## src/sv/lag_pkg.sv

```systemverilog
// lag_pkg: shared constants, types and helpers for the life automaton unit
// no dependencies; compile first
`default_nettype none

package lag_pkg;

  // board geometry defaults and transaction field widths
  localparam int MAX_ROWS_DEF = 64;
  localparam int MAX_COLS_DEF = 64;
  localparam int ROW_BITS     = 64;

  // configuration register widths, indexes and reset values
  localparam int ROW_COUNT_W   = 7;
  localparam int COL_COUNT_W   = 7;
  localparam int GEN_TOTAL_W   = 16;
  localparam int CFG_DATA_W    = 16;
  localparam int CFG_INDEX_W   = 2;

  localparam logic [CFG_INDEX_W-1:0] CFG_ROW_COUNT = 2'd0;
  localparam logic [CFG_INDEX_W-1:0] CFG_COL_COUNT = 2'd1;
  localparam logic [CFG_INDEX_W-1:0] CFG_GEN_TOTAL = 2'd2;

  localparam logic [ROW_COUNT_W-1:0] ROW_COUNT_RST = 7'd64;
  localparam logic [COL_COUNT_W-1:0] COL_COUNT_RST = 7'd64;
  localparam logic [GEN_TOTAL_W-1:0] GEN_TOTAL_RST = 16'd1;

  // cell operations, broadcast to the whole chain
  localparam int OP_W = 3;
  localparam logic [OP_W-1:0] OP_HOLD  = 3'd0;
  localparam logic [OP_W-1:0] OP_LOAD  = 3'd1;
  localparam logic [OP_W-1:0] OP_PREP  = 3'd2;
  localparam logic [OP_W-1:0] OP_STEP  = 3'd3;
  localparam logic [OP_W-1:0] OP_SHIFT = 3'd4;

  // per-cell control bundle
  typedef struct packed {
    logic [OP_W-1:0] op;
    logic            load_sel;
    logic            active;
  } cell_ctl_t;

  // number of live neighbors among eight
  function automatic logic [3:0] count8(input logic [7:0] nb);
    logic [3:0] sum;
    sum = 4'd0;
    for (int k = 0; k < 8; k++) begin
      sum = sum + 4'(nb[k]);
    end
    return sum;
  endfunction

endpackage

`default_nettype wire

```

## src/sv/lag_cell.sv

```systemverilog
// lag_cell: one board row of the cell chain, with its own B3/S23 update
// depends on lag_pkg for the control bundle, op codes and neighbor count
`default_nettype none

module lag_cell #(
  parameter int MAX_COLS = lag_pkg::MAX_COLS_DEF
) (
  input  wire logic                clk,
  input  wire logic                rst_n,
  input  wire lag_pkg::cell_ctl_t  ctl,
  input  wire logic [MAX_COLS-1:0] mask,
  input  wire logic [MAX_COLS-1:0] load_row,
  input  wire logic [MAX_COLS-1:0] up_row,
  input  wire logic [MAX_COLS-1:0] dn_row,
  output logic      [MAX_COLS-1:0] row
);

  logic [MAX_COLS-1:0] row_r;
  logic [MAX_COLS-1:0] row_nxt;
  logic [MAX_COLS-1:0] life_row;
  logic [MAX_COLS+1:0] up_p;
  logic [MAX_COLS+1:0] mid_p;
  logic [MAX_COLS+1:0] dn_p;

  // pad with dead columns on both edges
  assign up_p  = {1'b0, up_row, 1'b0};
  assign mid_p = {1'b0, row_r, 1'b0};
  assign dn_p  = {1'b0, dn_row, 1'b0};

  // next generation of this row, column by column
  always_comb begin
    logic [3:0] cnt;
    for (int j = 0; j < MAX_COLS; j++) begin
      cnt = lag_pkg::count8({up_p[j], up_p[j+1], up_p[j+2], mid_p[j], mid_p[j+2],
                             dn_p[j], dn_p[j+1], dn_p[j+2]});
      life_row[j] = ((cnt == 4'd3) || ((cnt == 4'd2) && row_r[j])) && mask[j];
    end
  end

  // row update per broadcast operation
  always_comb begin
    case (ctl.op)
      lag_pkg::OP_LOAD:  row_nxt = ctl.load_sel ? load_row : row_r;
      lag_pkg::OP_PREP:  row_nxt = ctl.active ? (row_r & mask) : '0;
      lag_pkg::OP_STEP:  row_nxt = ctl.active ? life_row : '0;
      lag_pkg::OP_SHIFT: row_nxt = dn_row;
      default:           row_nxt = row_r;
    endcase
  end

  always_ff @(posedge clk) begin
    if (!rst_n) begin
      row_r <= '0;
    end else begin
      row_r <= row_nxt;
    end
  end

  assign row = row_r;

endmodule

`default_nettype wire

```

## config.mk

```make
export PLATFORM = sky130hd
export DESIGN_NAME = lag_cell
export DESIGN_NICKNAME = d
export VERILOG_FILES = /design/src/sv/lag_pkg.sv /design/src/sv/lag_cell.sv
export SDC_FILE = /design/constraint.sdc
export NUM_CORES = 1
export LEC_CHECK = 0
export ABC_AREA = 0
export BUFFER_PORTS_ARGS = -buffer_cell sky130_fd_sc_hd__clkbuf_2
export CORE_MARGIN = 5
export CORE_UTILIZATION = 50
export CTS_CLUSTER_SIZE = 20
export DETAILED_ROUTE_END_ITERATION = 6
export GPL_TIMING_DRIVEN = 1
export PLACE_DENSITY = 0.73
export SYNTH_ARGS = -nofsm -noshare
export SYNTH_HDL_FRONTEND = slang
export SYNTH_SLANG_ARGS = --single-unit
```

## constraint.sdc

```tcl
create_clock -name clk -period 3.3 [get_ports clk]
set_input_delay 0 -clock clk [delete_from_list [all_inputs] [get_ports clk]]
set_output_delay 0 -clock clk [all_outputs]
set_load 0.1 [all_outputs]
```

Word-level counts from Yosys, hierarchy flattened
Index checks and enable logic that the tools add are counted.
- add/subtract/negate cells: 441
- equality and inequality tests: 133
- multiplexer cells: 4
- bitwise logic cells: 1
- reduce and logical (&&, ||, !) cells: 194
- operators by type and width (operator ; count):
    4-bit by 1-bit adder with 4-bit output ; 252
    4-bit by 2-bit == test with 1-bit output, second input constant ; 128
    64-bit one-hot mux with 4 select lines ; 1
    3-bit by 1-bit adder with 4-bit output ; 63
    64-bit 2-to-1 mux ; 3
    2-bit by 1-bit adder with 3-bit output ; 63
    1-bit logical AND ; 128
    1-bit by 1-bit adder with 2-bit output ; 63
    64-bit AND ; 1
    1-bit logical OR ; 64
    3-bit by 2-bit == test with 1-bit output, second input constant ; 2
    4-bit nonzero test ; 1
    3-bit by 1-bit == test with 1-bit output, second input constant ; 1
    3-bit == test, second input constant ; 1
    2-bit != test, second input constant ; 1
    2-bit AND reduction ; 1
- flip-flop bits (word level): 64
- input port bits: 263

Longest topological paths before layout
- depth in word-level cells: 13
- depth in mapped cells: 11
- depth with buffers taken out: 11

Worst setup path before layout
No wires, ideal clock.
- path kind: register to register
- start: register row_r[21], in the netlist row[21]
- end: register row_r[22], in the netlist row[22]
- arrival time: 3.631 ns
- data required time: 3.229 ns
- slack: -0.402 ns
- stages on the path, launching flop included: 11
- period minus slack after synthesis: 3.702 ns
- cells stage by stage: dfxtp_1 -> inv_1 -> fa_1 -> fa_1 -> inv_1 -> ha_1 -> fa_1 -> or4bb_1 -> o21ai_0 -> o21ai_0 -> a21oi_1
- cells in the longest elaborated chain, start to end: 10
- elaborated cells between the ends (all ways): 11
- classes of those cells: 4 x add/sub; 2 x eq/ne; 2 x mux; 3 x reduce/logical
- ends and longest elaborated chain (item ; RTL line ; RTL):
    from (decl) ; lag_cell.sv:18 ; logic [MAX_COLS-1:0] row_r;
    from (signal assigned) ; lag_cell.sv:55 ; row_r <= row_nxt;
    4-bit by 1-bit adder with 4-bit output (*) (4 in a row) ; lag_pkg.sv:47 ; sum = sum + 4'(nb[k]);
    4-bit by 2-bit == test with 1-bit output ; lag_cell.sv:36 ; life_row[j] = ((cnt == 4'd3) || ((cnt == 4'd2) && row_r[j])) && mask[j];
    1-bit logical AND ; lag_cell.sv:36 ;
    1-bit logical OR (*) ; lag_cell.sv:36 ;
    1-bit logical AND (*) ; lag_cell.sv:36 ;
    64-bit 2-to-1 mux (*) ; lag_cell.sv:45 ; lag_pkg::OP_STEP: row_nxt = ctl.active ? life_row : '0;
    64-bit one-hot mux with 4 select lines (*) ; lag_cell.sv:42 ; case (ctl.op)
Mark *: on every way between the ends. The rest lies on a longest branch, timed or not.
A chain may end at the register's enable or synchronous reset.

Worst setup path in the final report
- start: input dn_row[29]
- end: register row_r[30], in the netlist row[30]
- cells in the longest elaborated chain, start to end: 12
- elaborated cells between the ends (all ways): 13
- classes of those cells: 6 x add/sub; 2 x eq/ne; 2 x mux; 3 x reduce/logical
- ends and longest elaborated chain (item ; RTL line ; RTL):
    from (decl) ; lag_cell.sv:14 ; input wire logic [MAX_COLS-1:0] dn_row,
    2-bit by 1-bit adder with 3-bit output (*) ; lag_pkg.sv:47 ;
    3-bit by 1-bit adder with 4-bit output (*) ; lag_pkg.sv:47 ;
    4-bit by 1-bit adder with 4-bit output (*) (4 in a row) ; lag_pkg.sv:47 ;
    4-bit by 2-bit == test with 1-bit output ; lag_cell.sv:36 ;
    1-bit logical AND ; lag_cell.sv:36 ;
    1-bit logical OR (*) ; lag_cell.sv:36 ;
    1-bit logical AND (*) ; lag_cell.sv:36 ;
    64-bit 2-to-1 mux (*) ; lag_cell.sv:45 ;
    64-bit one-hot mux with 4 select lines (*) ; lag_cell.sv:42 ;
Marked as above.

==> metrics.txt <==
outcome=completed; largest net degree at the start of global routing=70; ratio of cells with drive above 1 in the final layout=20.61%; CTS Sinks=64; worst r2r dst=row[6]; initial antenna violation count=2; Inst Count DP=~2,500; Yosys warnings=0; Worst-Margin Slew=roughly 1 ns; critical path buffer and inverter count=5; Power Dens Cells=348.7 nW/um2; Max VDD drop=0.0002468 V; CP Max Fanout=2; vias per cell=~5.5; clock root cell=clkbuf_16; Place WS=-0.07825 ns; f_max=a little over 0.3 GHz; final setup vio count=0; max reg flops=64; Nets=2,920; worst hold path endpoint=row[61]; Post-synth top cells=inv_1 (509), fa_1 (252), o21ai_0 (205); grt total ovfl=0; gpl congestion=0.8856; H-Tree Depth=3; max-slew violations=0; post-synthesis async set-or-reset flop share=0%; Die X=184.3 um; die area=33,950 um2; I/O Pins=about 330; most frequent cell after synthesis=inv_1; Core Region=just under 30,000 um2; PnR worst setup slack=just under 0.03 ns; Iteration-0 DRC Markers=609; post-route insts no fill=2,612; Max clock buf depth=2; GR Util All Layers=roughly a quarter; routed wire length=45,590 um; Post-Syn Nets=2,509; EDFF count, synth=0; remaining antenna violation count after routing=0; Seq/Total Area, Yosys=under 10%; max-cap violations=0; crit start category=input port; Post-CTS Setup Bufs=0; Top cell by count, worst path=fa_1; reg2reg setup slack=0.15 ns; Yosys top cell area share=33.22%; HPWL after DPL=about 35,000 um; top cells by area, synth=fa_1 (33%), ha_1 (15%), inv_1 (13%), dfxtp_1 (8.4%), o21ai_0 (6.8%); critical path class=in -> reg; Critical Path Slowest Stage Cell=fa_1; Worst-path clk slew=0.07 ns; IO buf count=around 330; fin crit share=99.12%; final routed DRC violation total=0; via count=14,400; skew final=about 0.011 ns; Mean Syn Cell Area=8.408 um2; P_leak=9.774 nW; CP endpoint kind=flip-flop; CP top delay family=adder cells; Arr. time, crit path=roughly 3.6 ns; R2R cell count=10; Post-synth top flop=dfxtp_1; Cell Chain, Critical Path=dlygate4sd3_1 > clkbuf_2 > inv_1 > fa_1 > fa_1 > fa_1 > inv_1 > ha_1 > fa_1 > inv_1 > a2111oi_2 > o21ai_0 > a21oi_1; Final min period=roughly 3.3 ns; vias in the first global route=15,390; TritonCTS clock tree=done; router iterations before antenna repair=5; first-pass GRT wire length=73,750 um; RSZ-0062 raised after global routing=true; Synth Instances=1,806; CP Depth=13; Rows=63; chip height=184.3 um; Worst Path Required=~3.6 ns; P&R area growth vs syn=23.96%; WL/cell=between 15 and 20 um; Clk Latency, worst-skew pair=approximately 0.37 ns; Post-Syn Area=15,180 um2; number of inserted diodes=0; HP Class=in -> reg; Hold Vio Cnt, Final=0; max incr delay on CP=0.54 ns; cts bufs inserted=9; RR Startpoint=row[5]; Initial Util=between 50% and 60%; post-synth top area cell=fa_1; synthesis-stage register bit count=64; post-synth cell types=31; Worst Hold Launch=dn_row[61]; slew margin rel.=between 30 and 40%; cell depth of the worst hold path=3
area by class of cell:
class / count / area [um2]
fill: 2510 / 10970
inverter: 509 / 1936
multi-input combinational: 1168 / 11730
clock inverter: 1 / 3.754
tap: 390 / 488.0
timing repair buffer: 465 / 3007
clock buffer: 15 / 257.7
sequential: 64 / 1405
layer usage:
metal	vias to the layer above	track usage, %	share of wire [%]
met5	-	0	0.059
met4	4	9.553	2.8
met3	110	5.269	8.3
met2	641	45.78	49
met1	6909	33.78	40
li1	6732	-	-
cell usage in the layout (no fill, tap or decap), drive strengths merged, types with 38 or more instances in the layout:
cell	n
o21ai	212
nor2	61
a21oi	132
clkbuf	327
o22ai	64
fa	252
dfxtp	64
buf	51
o32ai	38
ha	188
nand2	62
inv	509
dlygate4sd3	94
stage by stage:
stage	TNS (ns)	util (%)	cell area (um2)	power [W]	hold WS, ns
floorplan	-0.7025	-	15310	0.004292	0.1425
global placement	0	58.64	17470	0.005152	0.2620
detailed placement	-0.1981	58.64	17470	0.005412	0.2807
CTS	0	62.94	18750	0.006526	0.0003618
global route	-0.1247	63.17	18820	0.007326	0.02171
finish	0	63.17	18820	0.006564	0.01453
kinds of logic after synthesis:
| logic type | after synthesis | share of synthesized area, % |
|---|---|---|
| flops | 64 | 8.438 |
| buf+inv | 574 | 14.77 |
| fa+ha+maj | 440 | 48.71 |
| simple gates | 219 | 8.701 |
| compound gates | 509 | 19.37 |
worst max-delay path by stage:
stage | to | startpoint
after floorplan | row[58] | row[57]
after global placement | row[25] | up_row[24]
after detailed placement | row[28] | up_row[27]
after CTS | row[41] | dn_row[40]
after global routing | row[30] | dn_row[29]
final | row[30] | dn_row[29]
tightest hold or removal path, cell delays in order:
cell	delay, ns
clkbuf_2	0.13
o22ai_1	0.09
a21oi_1	0.12
power breakdown:
| part | leakage, nW | internal, W | switching, W |
|---|---|---|---|
| Sequential | 0.555 | 0.000842 | 0.0000646 |
| Combinational | 9.09 | 0.00193 | 0.00276 |
| Clock | 0.126 | 0.000531 | 0.000440 |
| Total | 9.77 | 0.00330 | 0.00327 |
what timing repair did:
| item | in CTS | in global routing |
|---|---|---|
| gates resized for setup | 0 | 60 |
| endpoints found under the hold margin | 62 | 0 |
| hold buffers | 102 | 0 |
| endpoints found under the setup margin | 0 | 15 |
Note: power is estimated with default switching activity, not from simulation.
